File: src/design/gbn_pkg.sv
// ============================================================================
// gbn_pkg: shared types for the Go-Back-N ARQ endpoint
// Operation codes, result kinds and the result control group.
// ============================================================================
package gbn_pkg;

    typedef enum logic [1:0] {
        OP_SEND    = 2'd0,
        OP_PEER    = 2'd1,
        OP_TIMEOUT = 2'd2,
        OP_RESET   = 2'd3
    } t_op;

    typedef enum logic [1:0] {
        KIND_TX      = 2'd0,
        KIND_RETX    = 2'd1,
        KIND_DELIVER = 2'd2,
        KIND_STATUS  = 2'd3
    } t_kind;

    typedef struct packed {
        t_kind kind;
        logic  window_full;
        logic  last;
    } t_res_ctrl;

endpackage

File: src/design/gbn_fifo.sv
// ============================================================================
// gbn_fifo: two-entry queue
// Registered storage with full/empty flags; push and pop may coincide.
// ============================================================================
module gbn_fifo #(
    parameter int WIDTH = 8
) (
    input  logic             i_clk,
    input  logic             i_rst_n,
    input  logic             i_push,
    input  logic [WIDTH-1:0] i_data,
    output logic             o_full,
    input  logic             i_pop,
    output logic             o_empty,
    output logic [WIDTH-1:0] o_data
);

    logic [WIDTH-1:0] r_mem [2];
    logic             r_wr_ptr, n_wr_ptr;
    logic             r_rd_ptr, n_rd_ptr;
    logic [1:0]       r_count, n_count;
    logic             w_do_push, w_do_pop;

    assign o_full    = (r_count == 2'd2);
    assign o_empty   = (r_count == 2'd0);
    assign o_data    = r_mem[r_rd_ptr];
    assign w_do_push = i_push && !o_full;
    assign w_do_pop  = i_pop && !o_empty;

    always_comb begin
        n_wr_ptr = r_wr_ptr ^ w_do_push;
        n_rd_ptr = r_rd_ptr ^ w_do_pop;
        n_count  = r_count;
        if (w_do_push && !w_do_pop) begin
            n_count = r_count + 2'd1;
        end else if (w_do_pop && !w_do_push) begin
            n_count = r_count - 2'd1;
        end
    end

    always_ff @(posedge i_clk) begin
        if (!i_rst_n) begin
            r_wr_ptr <= 1'b0;
            r_rd_ptr <= 1'b0;
            r_count  <= 2'd0;
        end else begin
            r_wr_ptr <= n_wr_ptr;
            r_rd_ptr <= n_rd_ptr;
            r_count  <= n_count;
        end
    end

    // payload storage, no reset
    always_ff @(posedge i_clk) begin
        if (w_do_push) begin
            r_mem[r_wr_ptr] <= i_data;
        end
    end

endmodule

File: src/design/gbn_front.sv
// ============================================================================
// gbn_front: intake and classification
// Decode the operation, keep only the handle field it uses, and queue it.
// ============================================================================
module gbn_front #(
    parameter int SEQ_BITS    = 3,
    parameter int HANDLE_BITS = 16
) (
    input  logic                   i_clk,
    input  logic                   i_rst_n,
    input  logic                   push,
    output logic                   full,
    input  logic [1:0]             i_operation,
    input  logic [HANDLE_BITS-1:0] i_frame_handle,
    input  logic [HANDLE_BITS-1:0] i_rx_payload,
    input  logic [SEQ_BITS-1:0]    i_rx_seq,
    input  logic [SEQ_BITS-1:0]    i_rx_ack,
    output logic                   o_cmd_valid,
    output gbn_pkg::t_op           o_cmd_op,
    output logic [HANDLE_BITS-1:0] o_cmd_data,
    output logic [SEQ_BITS-1:0]    o_cmd_seq,
    output logic [SEQ_BITS-1:0]    o_cmd_ack,
    input  logic                   i_cmd_pop
);

    localparam int CMD_W = 2 + HANDLE_BITS + 2 * SEQ_BITS;

    gbn_pkg::t_op           w_op;
    logic [HANDLE_BITS-1:0] w_data;
    logic [CMD_W-1:0]       w_in_word, w_out_word;
    logic                   w_empty;

    // select the handle that matters for this operation
    always_comb begin
        w_op = gbn_pkg::t_op'(i_operation);
        case (w_op)
            gbn_pkg::OP_SEND: w_data = i_frame_handle;
            gbn_pkg::OP_PEER: w_data = i_rx_payload;
            default:          w_data = '0;
        endcase
    end

    assign w_in_word = {w_op, w_data, i_rx_seq, i_rx_ack};

    gbn_fifo #(
        .WIDTH (CMD_W)
    ) u_cmd_q (
        .i_clk   (i_clk),
        .i_rst_n (i_rst_n),
        .i_push  (push),
        .i_data  (w_in_word),
        .o_full  (full),
        .i_pop   (i_cmd_pop),
        .o_empty (w_empty),
        .o_data  (w_out_word)
    );

    assign o_cmd_valid = !w_empty;
    assign o_cmd_op    = gbn_pkg::t_op'(w_out_word[CMD_W-1 -: 2]);
    assign o_cmd_data  = w_out_word[2*SEQ_BITS +: HANDLE_BITS];
    assign o_cmd_seq   = w_out_word[SEQ_BITS +: SEQ_BITS];
    assign o_cmd_ack   = w_out_word[0 +: SEQ_BITS];

endmodule

File: src/design/gbn_back.sv
// ============================================================================
// gbn_back: protocol engine
// Hold window counters and the sent-frame store; execute one command.
// ============================================================================
module gbn_back #(
    parameter int SEQ_BITS    = 3,
    parameter int HANDLE_BITS = 16
) (
    input  logic                   i_clk,
    input  logic                   i_rst_n,
    input  logic                   i_cmd_valid,
    input  gbn_pkg::t_op           i_cmd_op,
    input  logic [HANDLE_BITS-1:0] i_cmd_data,
    input  logic [SEQ_BITS-1:0]    i_cmd_seq,
    input  logic [SEQ_BITS-1:0]    i_cmd_ack,
    output logic                   o_cmd_pop,
    output logic                   o_res_push,
    input  logic                   i_res_full,
    output gbn_pkg::t_res_ctrl     o_res_ctrl,
    output logic [HANDLE_BITS-1:0] o_res_handle,
    output logic [SEQ_BITS-1:0]    o_res_seq,
    output logic [SEQ_BITS-1:0]    o_res_ack,
    output logic [SEQ_BITS-1:0]    o_res_outs
);

    localparam int                DEPTH   = 2 ** SEQ_BITS;
    localparam logic [SEQ_BITS-1:0] WIN_MAX = {SEQ_BITS{1'b1}};
    localparam logic [SEQ_BITS-1:0] SEQ_ONE = SEQ_BITS'(1);

    logic [HANDLE_BITS-1:0] r_store [DEPTH];
    logic [SEQ_BITS-1:0]    r_next, n_next;
    logic [SEQ_BITS-1:0]    r_oldest, n_oldest;
    logic [SEQ_BITS-1:0]    r_expected, n_expected;
    logic [SEQ_BITS-1:0]    r_idx, n_idx;
    logic [SEQ_BITS-1:0]    w_outs, w_slide, w_retx_seq, w_new_outs;
    logic                   w_go, w_done, w_store_wr;

    assign w_go       = i_cmd_valid && !i_res_full;
    assign w_outs     = r_next - r_oldest;
    assign w_slide    = i_cmd_ack - r_oldest;
    assign w_retx_seq = r_oldest + r_idx;

    always_comb begin
        n_next     = r_next;
        n_oldest   = r_oldest;
        n_expected = r_expected;
        n_idx      = r_idx;
        w_done     = 1'b1;
        w_store_wr = 1'b0;
        o_res_ctrl.kind = gbn_pkg::KIND_STATUS;
        o_res_ctrl.last = 1'b1;
        o_res_handle    = '0;
        o_res_seq       = '0;
        case (i_cmd_op)
            gbn_pkg::OP_SEND: begin
                if (w_outs != WIN_MAX) begin
                    w_store_wr      = 1'b1;
                    n_next          = r_next + SEQ_ONE;
                    o_res_ctrl.kind = gbn_pkg::KIND_TX;
                    o_res_handle    = i_cmd_data;
                    o_res_seq       = r_next;
                end
            end
            gbn_pkg::OP_PEER: begin
                if (w_slide <= w_outs) begin
                    n_oldest = r_oldest + w_slide;
                end
                if (i_cmd_seq == r_expected) begin
                    n_expected      = r_expected + SEQ_ONE;
                    o_res_ctrl.kind = gbn_pkg::KIND_DELIVER;
                    o_res_handle    = i_cmd_data;
                    o_res_seq       = i_cmd_seq;
                end
            end
            gbn_pkg::OP_TIMEOUT: begin
                if (w_outs != '0) begin
                    // step through the window, hold the command until the last frame
                    w_done          = (r_idx == w_outs - SEQ_ONE);
                    n_idx           = w_done ? '0 : r_idx + SEQ_ONE;
                    o_res_ctrl.kind = gbn_pkg::KIND_RETX;
                    o_res_ctrl.last = w_done;
                    o_res_handle    = r_store[w_retx_seq];
                    o_res_seq       = w_retx_seq;
                end
            end
            gbn_pkg::OP_RESET: begin
                n_next     = '0;
                n_oldest   = '0;
                n_expected = '0;
            end
            default: begin
                w_done = 1'b1;
            end
        endcase
        w_new_outs             = n_next - n_oldest;
        o_res_outs             = w_new_outs;
        o_res_ack              = n_expected;
        o_res_ctrl.window_full = (w_new_outs == WIN_MAX);
    end

    assign o_res_push = w_go;
    assign o_cmd_pop  = w_go && w_done;

    always_ff @(posedge i_clk) begin
        if (!i_rst_n) begin
            r_next     <= '0;
            r_oldest   <= '0;
            r_expected <= '0;
            r_idx      <= '0;
        end else if (w_go) begin
            r_next     <= n_next;
            r_oldest   <= n_oldest;
            r_expected <= n_expected;
            r_idx      <= n_idx;
        end
    end

    always_ff @(posedge i_clk) begin
        if (w_go && w_store_wr) begin
            r_store[r_next] <= i_cmd_data;
        end
    end

endmodule

File: src/design/go_back_n_arq_endpoint_core.sv
// Path: registered command queue, engine, registered result queue, output ports.
// The engine takes a send, peer-frame or reset command while the result queue has
// room; a timeout holds it for one retransmit per outstanding frame (at most
// 2^SEQ_BITS - 1), set by the single store read port of the back-end engine.
// Reset: synchronous, active low; clears both queues and all window counters.
// The sent-frame store is not cleared and is only read where it was written.
// ============================================================================
// go_back_n_arq_endpoint_core: Go-Back-N sliding-window endpoint
// Front intake queue, protocol engine and result queue with piggybacked acks.
// ============================================================================
module go_back_n_arq_endpoint_core #(
    parameter int SEQ_BITS    = 3,
    parameter int HANDLE_BITS = 16
) (
    input  logic                   i_clk,
    input  logic                   i_rst_n,
    // input side
    input  logic                   push,
    output logic                   full,
    input  logic [1:0]             i_operation,
    input  logic [HANDLE_BITS-1:0] i_frame_handle,
    input  logic [HANDLE_BITS-1:0] i_rx_payload,
    input  logic [SEQ_BITS-1:0]    i_rx_seq,
    input  logic [SEQ_BITS-1:0]    i_rx_ack,
    // result side
    output logic                   empty,
    input  logic                   pop,
    output logic [1:0]             o_result_kind,
    output logic [HANDLE_BITS-1:0] o_out_handle,
    output logic [SEQ_BITS-1:0]    o_out_seq,
    output logic [SEQ_BITS-1:0]    o_piggy_ack,
    output logic                   o_window_full,
    output logic [SEQ_BITS-1:0]    o_outstanding,
    output logic                   o_last
);

    localparam int CTRL_W = $bits(gbn_pkg::t_res_ctrl);
    localparam int RES_W  = CTRL_W + HANDLE_BITS + 3 * SEQ_BITS;

    // command path between the front and the engine
    logic                   w_cmd_valid;
    gbn_pkg::t_op           w_cmd_op;
    logic [HANDLE_BITS-1:0] w_cmd_data;
    logic [SEQ_BITS-1:0]    w_cmd_seq;
    logic [SEQ_BITS-1:0]    w_cmd_ack;
    logic                   w_cmd_pop;

    // result path between the engine and the output queue
    logic                   w_res_push;
    logic                   w_res_full;
    gbn_pkg::t_res_ctrl     w_res_ctrl;
    logic [HANDLE_BITS-1:0] w_res_handle;
    logic [SEQ_BITS-1:0]    w_res_seq;
    logic [SEQ_BITS-1:0]    w_res_ack;
    logic [SEQ_BITS-1:0]    w_res_outs;
    logic [RES_W-1:0]       w_res_word, w_out_word;
    gbn_pkg::t_res_ctrl     w_out_ctrl;

    // Front: accept the input transaction, pick the relevant handle, queue it.
    gbn_front #(
        .SEQ_BITS    (SEQ_BITS),
        .HANDLE_BITS (HANDLE_BITS)
    ) u_front (
        .i_clk          (i_clk),
        .i_rst_n        (i_rst_n),
        .push           (push),
        .full           (full),
        .i_operation    (i_operation),
        .i_frame_handle (i_frame_handle),
        .i_rx_payload   (i_rx_payload),
        .i_rx_seq       (i_rx_seq),
        .i_rx_ack       (i_rx_ack),
        .o_cmd_valid    (w_cmd_valid),
        .o_cmd_op       (w_cmd_op),
        .o_cmd_data     (w_cmd_data),
        .o_cmd_seq      (w_cmd_seq),
        .o_cmd_ack      (w_cmd_ack),
        .i_cmd_pop      (w_cmd_pop)
    );

    // Engine: advance the window, store sent handles, expand timeouts into
    // one retransmit per outstanding frame, oldest first.
    gbn_back #(
        .SEQ_BITS    (SEQ_BITS),
        .HANDLE_BITS (HANDLE_BITS)
    ) u_back (
        .i_clk        (i_clk),
        .i_rst_n      (i_rst_n),
        .i_cmd_valid  (w_cmd_valid),
        .i_cmd_op     (w_cmd_op),
        .i_cmd_data   (w_cmd_data),
        .i_cmd_seq    (w_cmd_seq),
        .i_cmd_ack    (w_cmd_ack),
        .o_cmd_pop    (w_cmd_pop),
        .o_res_push   (w_res_push),
        .i_res_full   (w_res_full),
        .o_res_ctrl   (w_res_ctrl),
        .o_res_handle (w_res_handle),
        .o_res_seq    (w_res_seq),
        .o_res_ack    (w_res_ack),
        .o_res_outs   (w_res_outs)
    );

    // Result queue: decouple the engine from a stalled consumer.
    assign w_res_word = {w_res_ctrl, w_res_handle, w_res_seq, w_res_ack, w_res_outs};

    gbn_fifo #(
        .WIDTH (RES_W)
    ) u_res_q (
        .i_clk   (i_clk),
        .i_rst_n (i_rst_n),
        .i_push  (w_res_push),
        .i_data  (w_res_word),
        .o_full  (w_res_full),
        .i_pop   (pop),
        .o_empty (empty),
        .o_data  (w_out_word)
    );

    // Unpack the head of the result queue onto the ports.
    assign w_out_ctrl    = gbn_pkg::t_res_ctrl'(w_out_word[RES_W-1 -: CTRL_W]);
    assign o_result_kind = w_out_ctrl.kind;
    assign o_window_full = w_out_ctrl.window_full;
    assign o_last        = w_out_ctrl.last;
    assign o_out_handle  = w_out_word[3*SEQ_BITS +: HANDLE_BITS];
    assign o_out_seq     = w_out_word[2*SEQ_BITS +: SEQ_BITS];
    assign o_piggy_ack   = w_out_word[SEQ_BITS +: SEQ_BITS];
    assign o_outstanding = w_out_word[0 +: SEQ_BITS];

    // ------------------------------------------------------------------------
    // Assertions
    // ------------------------------------------------------------------------

    // The engine never drops a result into a full queue.
    a_no_res_overflow: assert property (@(posedge i_clk) disable iff (!i_rst_n)
        w_res_push |-> !w_res_full)
        else $error("result pushed into full queue");

    // A command retires only together with its final result.
    a_pop_with_last: assert property (@(posedge i_clk) disable iff (!i_rst_n)
        w_cmd_pop |-> (w_res_push && w_res_ctrl.last))
        else $error("command retired without its last result");

    // Every result other than a retransmit closes its transaction.
    a_single_last: assert property (@(posedge i_clk) disable iff (!i_rst_n)
        (w_res_push && w_res_ctrl.kind != gbn_pkg::KIND_RETX) |-> w_res_ctrl.last)
        else $error("non-retransmit result without last");

    // Window-full flag on the output agrees with the outstanding count.
    a_window_flag: assert property (@(posedge i_clk) disable iff (!i_rst_n)
        !empty |-> (o_window_full == (&o_outstanding)))
        else $error("window_full disagrees with outstanding");

endmodule

File: config.mk
export PLATFORM = sky130hd
export DESIGN_NAME = go_back_n_arq_endpoint_core
export DESIGN_NICKNAME = d
export VERILOG_FILES = /design/src/design/gbn_pkg.sv /design/src/design/gbn_fifo.sv /design/src/design/gbn_front.sv /design/src/design/gbn_back.sv /design/src/design/go_back_n_arq_endpoint_core.sv
export SDC_FILE = /design/constraint.sdc
export NUM_CORES = 1
export LEC_CHECK = 0
export ABC_AREA = 1
export ABC_CLOCK_PERIOD_IN_PS = 4560
export BUFFER_PORTS_ARGS = -buffer_cell sky130_fd_sc_hd__buf_2
export CORE_MARGIN = 2
export CORE_UTILIZATION = 51
export CTS_CLUSTER_SIZE = 20
export DETAILED_ROUTE_END_ITERATION = 16
export PLACE_DENSITY = 0.69
export SLEW_MARGIN = 15
export SYNTH_ARGS = -nofsm -noshare
export SYNTH_HDL_FRONTEND = slang
export SYNTH_SLANG_ARGS = --single-unit
File: constraint.sdc
create_clock -name i_clk -period 4.56 [get_ports i_clk]
set_input_delay 0.684 -clock i_clk [delete_from_list [all_inputs] [get_ports i_clk]]
set_output_delay 0.684 -clock i_clk [all_outputs]
set_load 0.03 [all_outputs]
==> flow_metrics.env, run 1 <==
export IMPL_slew_headroom_pct=24.7
export IMPL_fin_skew_ns=0.0194
export IMPL_hpwl_um=14900
export IMPL_clock_path_buffers=3
export IMPL_clock_sinks=256
export IMPL_core_area_sq_mm=0.0217
export IMPL_worstPathArrival_ns=4.33
export IMPL_setup_viol=0
export IMPL_worst_slew_pin_slew_ns=1.13
export IMPL_worstPathRequired_ns=4.92
export IMPL_wl_per_cell_um=18.1
export IMPL_first_pass_iters=5
export IMPL_fin_crit_ns=3.97
export IMPL_ys_flop_type="edfxtp_1"
export IMPL_power_density_mw_per_mm2=764
export IMPL_die_w_um=152
export IMPL_max_freq_mhz=252
export IMPL_drtAntennaViolNets=0
export IMPL_finalHoldViolations=0
export IMPL_synthTopCellsByCount="edfxtp_1 (234), nand2_1 (202), a21oi_1 (87), inv_1 (72), o21ai_0 (45)"
export IMPL_antenna_cells=0
export IMPL_dr_total_vias=7263
export IMPL_vias_per_cell=5.45
export IMPL_multi_input_area_sq_mm=0.00323
export IMPL_status="completed"
export IMPL_critPathMaxFanout=4
export IMPL_maxCapViolations=0
export IMPL_postCtsSetupBuffers=0
export IMPL_leakage_uw=0.00503
export IMPL_synth_most_common_cell="edfxtp_1"
export IMPL_syn_avg_cell_area_sq_um=11.7
export IMPL_die_y_um=152
export IMPL_syn_to_final_growth_pct=14.1
export IMPL_cp_end_kind="flip-flop"
export IMPL_wirelength_um=24000
export IMPL_cts_resized=0
export IMPL_synth_edff_count=234
export IMPL_cts_tree="built"
export IMPL_grt_pass1_vias=7187
export IMPL_cts_clk_slew_worst_paths_ns=0.06
export IMPL_synth_top_cell_by_area="edfxtp_1"
export IMPL_final_nets=1107
export IMPL_rows=54
export IMPL_syn_inst=956
export IMPL_drtIter0Drc=746
export IMPL_drc=0
export IMPL_yosys_warnings=0
export IMPL_start_util_pct=51.7
export IMPL_ys_top_cells_by_area="edfxtp_1 (63%), nand2_1 (6.8%), dfxtp_1 (3.9%)"
export IMPL_overflow=0
export IMPL_drive_above_1_share_pct=18.3
export IMPL_period_share_pct=87.1
export IMPL_worst_setup_path_type="flip-flop to flip-flop"
export IMPL_grt_pass1_wl_um=38000
export IMPL_yosysUniqueCellTypes=39
export IMPL_ios=75
export IMPL_setup_tns_ns=0
export IMPL_fillers=1763
export IMPL_synth_async_sr_flop_share_pct=0
export IMPL_grt_max_degree=66
export IMPL_port_buffers=74
export IMPL_grt_use_total_pct=20.6
export IMPL_yosys_register_bits=256
export IMPL_synth_top_area_share_pct=62.7
export IMPL_gp_congestion=0.932
export IMPL_antenna_found_initial=0
export IMPL_critPathLaunchType="flip-flop"
export IMPL_postLayoutCoreUtil_pct=59.0
export IMPL_cts_hold_buffers_added=0
export IMPL_h_tree_depth=1
export IMPL_regToRegSetupSlack_ns=0.59
export IMPL_syn_area_sq_mm=0.0112
export IMPL_rsz0062_at_grt="no"
export IMPL_cts_root_buf="clkbuf_16"
export IMPL_dieArea_sq_mm=0.0232
export IMPL_min_path_type="primary input to flip-flop"
export IMPL_register_area_sq_mm=0.00747
export IMPL_yosysSeqAreaShare_pct=66.6
export IMPL_final_max_slew_violation_count=0
export IMPL_irDropWorstVdd_v=0.000339
export IMPL_clk_latency_ns=0.53
export IMPL_syn_num_nets=1029
export IMPL_cts_buffers=26
[cells in the final DEF (no fill, tap or decap), drive strengths merged]
cell,instances
ha,24
clkbuf,31
fa,5
dfxtp,22
nand2,204
mux2,29
o22ai,1
mux2i,1
o21ai,80
bufinv,5
clkinv,9
nand3,46
a31oi,3
edfxtp,234
nor2,41
inv,85
nand4,3
buf,91
nand3b,2
clkinvlp,2
xnor2,2
a22oi,33
or2,4
a21oi,87
xor2,8
[routing by layer]
layer / vias up / routed length (um) / GRT usage [%]
met1: 3469 / 10600 / 28.8
met4: 0 / 229 / 4.49
li1: 3511 / - / -
met3: 19 / 1800 / 4.15
met2: 264 / 11400 / 33.8
met5: - / 0 / 0
[registers in the layout, summed over array words and instances (netlist names), named ones only]
signal / flops
u_front.u_cmd_q.r_mem: 48
u_res_q.r_rd_ptr: 1
u_back.r_store: 128
u_front.u_cmd_q.r_rd_ptr: 1
u_back.r_oldest: 3
u_res_q.r_count: 2
u_res_q.r_mem: 58
u_back.r_next: 3
u_back.r_expected: 3
u_front.u_cmd_q.r_wr_ptr: 1
u_res_q.r_wr_ptr: 1
u_back.r_idx: 3
u_front.u_cmd_q.r_count: 2
[power by group]
part | switching (uW) | internal (uW) | total, uW
logic | 2820 | 1180 | 4000
clock network | 876 | 1390 | 2270
registers | 152 | 3350 | 3500
[layout make-up]
| class | count | share of cell area (%) |
|---|---|---|
| inverter | 86 | 2.55 |
| timing repair buffer | 91 | 3.89 |
| sequential | 256 | 58.4 |
| clock inverter | 15 | 1.62 |
| multi-input combinational | 573 | 25.3 |
| tap | 280 | 2.74 |
| clock buffer | 31 | 5.56 |
[critical path: stages (launching register included)]
cell	delay, ns
dfxtp_1	0.35
mux2i_1	0.25
ha_1	0.18
inv_1	0.08
fa_1	0.40
xor2_1	0.16
xor2_1	0.17
ha_1	0.35
a21oi_1	0.15
nand2_1	0.06
nand2_1	0.12
nand2_1	0.11
nand2_1	0.08
nand3_1	0.13
inv_1	0.10
ha_1	0.14
inv_1	0.05
fa_1	0.40
inv_1	0.07
nand4_1	0.13
nand2_1	0.10
nand2_1	0.06
a21oi_1	0.17
[cell families (layout without fill, tap and decap cells)]
group                      Yosys count  after routing  synth area share (%)
and+or+nand+nor                    300            300                  11.0
DFF                                256            256                  66.6
AOI/OAI and AO/OA                  204            204                  10.2
buffers and inverters              127            223                  4.59
muxes                               30             30                  3.00
adders and majority gates           29             29                  3.57
xor gates and xnor gates            10             10                  1.02
[through the flow]
stage,hold slack [ns],instance area (sq um),std cells,power (uW),setup WS [ns]
2_1_floorplan,0.455,11200,956,6420,0.734
3_3_place_gp,0.468,11900,1286,7410,0.791
3_5_place_dp,0.482,11900,1286,7510,0.643
4_1_cts,0.335,12800,1332,9800,0.617
5_1_grt,0.339,12800,1332,10400,0.345
6_report,0.358,12800,1332,9770,0.590
[final timing paths]
| path | startpoint | cells past startpoint | end |
|---|---|---|---|
| worst min register to register | u_res_q.r_count[1] | 2 | u_res_q.r_count[1] |
| worst max register to register | flip-flop | 22 | u_res_q.r_mem[1][26] |
| worst max-delay path | flip-flop | 22 | u_res_q.r_mem[1][26] |
| worst min-delay path | i_rx_ack[2] | 1 | u_front.u_cmd_q.r_mem[0][2] |
(Power assumes the default switching activity.)
==> inputs of run 2 (changes only) <==
- CORE_UTILIZATION: 51 -> 36
- PLACE_DENSITY: 0.69 -> default
==> flow_metrics.env, run 2 (synthesis gave the netlist of run 1 again) <==
export IMPL_worstPathRequired_ns=4.92
export IMPL_min_path_type="primary input to flip-flop"
export IMPL_p_int_uw=5900
export IMPL_maxCapViolations=0
export IMPL_status="completed"
export IMPL_clock_sinks=256
export IMPL_irDropWorstVdd_v=0.000372
export IMPL_finalHoldViolations=0
export IMPL_wl_per_cell_um=16.8
export IMPL_netSwitchingFraction_pct=39.8
export IMPL_drc=0
export IMPL_wl_met1_um=11300
export IMPL_grt_pass1_wl_um=38700
export IMPL_cts_hold_buffers_added=0
export IMPL_largest_reg_flops=128
export IMPL_cp_end_kind="flip-flop"
export IMPL_final_nets=1108
export IMPL_max_freq_mhz=244
export IMPL_setup_tns_ns=0
export IMPL_p_clk_share_pct=23.3
export IMPL_setup_viol=0
export IMPL_p_switching_uw=3890
export IMPL_dr_max_layer_used="met5"
export IMPL_route_met3_wl_um=1910
export IMPL_leakage_uw=0.00503
export IMPL_dr_total_vias=7192
export IMPL_wl_met2_um=10600
export IMPL_antenna_cells=0
export IMPL_drtIter0Drc=646
export IMPL_power_density_mw_per_mm2=756
export IMPL_cts_clk_slew_worst_paths_ns=0.06
export IMPL_h_tree_depth=1
export IMPL_start_util_pct=36.6
export IMPL_wirelength_um=24500
export IMPL_postLayoutCoreUtil_pct=42.3
export IMPL_gp_congestion=0.829
export IMPL_first_pass_iters=5
export IMPL_grt_use_total_pct=14.9
export IMPL_combPwrFrac_pct=41.0
export IMPL_overflow=0
export IMPL_grt_pass1_vias=6862
export IMPL_hold_path_cell_count=1
export IMPL_final_max_slew_violation_count=0
export IMPL_fin_crit_ns=4.09
export IMPL_syn_to_final_growth_pct=15.6
export IMPL_clk_latency_ns=0.55
export IMPL_hpwl_um=15400
export IMPL_drtAntennaViolNets=0
export IMPL_top_regs="u_back.r_store: 128 flops, u_res_q.r_mem: 58 flops, u_front.u_cmd_q.r_mem: 48 flops"
export IMPL_vias_per_cell=4.95
export IMPL_rows=64
export IMPL_slew_headroom_pct=42.5
export IMPL_rsz0062_at_grt="no"
export IMPL_grt_max_degree=66
export IMPL_mostFrequentLayoutCells="edfxtp_1 (234), nand2_1 (202), a21oi_1 (87)"
export IMPL_antenna_found_initial=1
export IMPL_cts_root_buf="clkbuf_16"
export IMPL_clock_path_buffers=3
export IMPL_cts_buffers=28
export IMPL_drive_above_1_share_pct=18.4
export IMPL_postCtsSetupBuffers=0
export IMPL_core_area_sq_mm=0.0306
export IMPL_cts_resized=0
export IMPL_hp_start="i_rx_seq[2]"
export IMPL_top_register="u_back.r_store"
export IMPL_dieArea_sq_mm=0.0326
export IMPL_power_frac_seq_pct=35.7
export IMPL_port_buffers=74
export IMPL_die_y_um=180
export IMPL_fin_skew_ns=0.0178
export IMPL_worstPathArrival_ns=4.46
export IMPL_cts_tree="built"
export IMPL_ios=75
export IMPL_die_w_um=180
export IMPL_reg2reg_depth=23
export IMPL_final_common_cell="edfxtp_1"
export IMPL_critPathLaunchType="flip-flop"
export IMPL_period_share_pct=89.7
export IMPL_worst_slew_pin_slew_ns=0.861
export IMPL_critPathMaxFanout=25
export IMPL_worst_setup_path_type="flip-flop to flip-flop"
-- run 2: layout make-up --
type | count | area (sq um)
inverter | 86 | 327
timing repair buffer | 90 | 490
clock buffer | 35 | 737
clock inverter | 17 | 204
multi-input combinational | 573 | 3230
sequential | 256 | 7470
fill | 2874 | 17600
tap | 396 | 495
-- run 2: path summary, 6_finish.rpt --
| kind | endpoint | slack, ns |
|---|---|---|
| hold reg to reg | u_res_q.r_count[1] | 0.49 |
| hold / removal | u_front.u_cmd_q.r_mem[1][5] | 0.33 |
| setup reg to reg | u_res_q.r_mem[1][26] | 0.47 |
| setup / recovery | u_res_q.r_mem[1][26] | 0.47 |
-- run 2: layer usage --
layer | GRT usage, % | vias up
li1 | - | 3523
met5 | 0 | -
met2 | 22.6 | 273
met4 | 4.00 | 2
met1 | 21.9 | 3358
met3 | 2.61 | 36
-- run 2: power by group through the flow --
stage	clock, uW	sequential, uW	combinational (uW)
detailed placement	0	3550	3990
finish	2280	3500	4010
global placement	0	3540	3950
global route	2420	3540	4490
floorplan	0	3500	2920
CTS	2320	3500	4020
-- run 2: metrics by stage --
step	std cells	area (sq um)	setup slack [ns]	hold slack, ns	power (uW)
final	1453	13000	0.468	0.328	9790
after detailed placement	1401	12000	0.506	0.479	7540
after global placement	1401	12000	0.562	0.472	7490
after global routing	1453	13000	0.0606	0.313	10500
after floorplan	956	11200	0.734	0.455	6420
after CTS	1453	12900	0.482	0.311	9840
-- run 2: worst max-delay path, cell delays in order, from the launching register on --
cell and delay [ns]:
dfxtp_1 0.34, buf_4 0.27, inv_2 0.23, nand2_1 0.11, nand2_1 0.09, fa_1 0.44
xor2_1 0.16, xor2_1 0.17, ha_1 0.34, a21oi_1 0.14, nand2_1 0.06, nand2_1 0.11
nand2_1 0.10, nand2_1 0.08, nand3_1 0.08, inv_1 0.08, ha_1 0.14, inv_1 0.05
fa_1 0.40, inv_1 0.06, nand4_1 0.11, nand2_1 0.09, nand2_1 0.06, a21oi_1 0.17
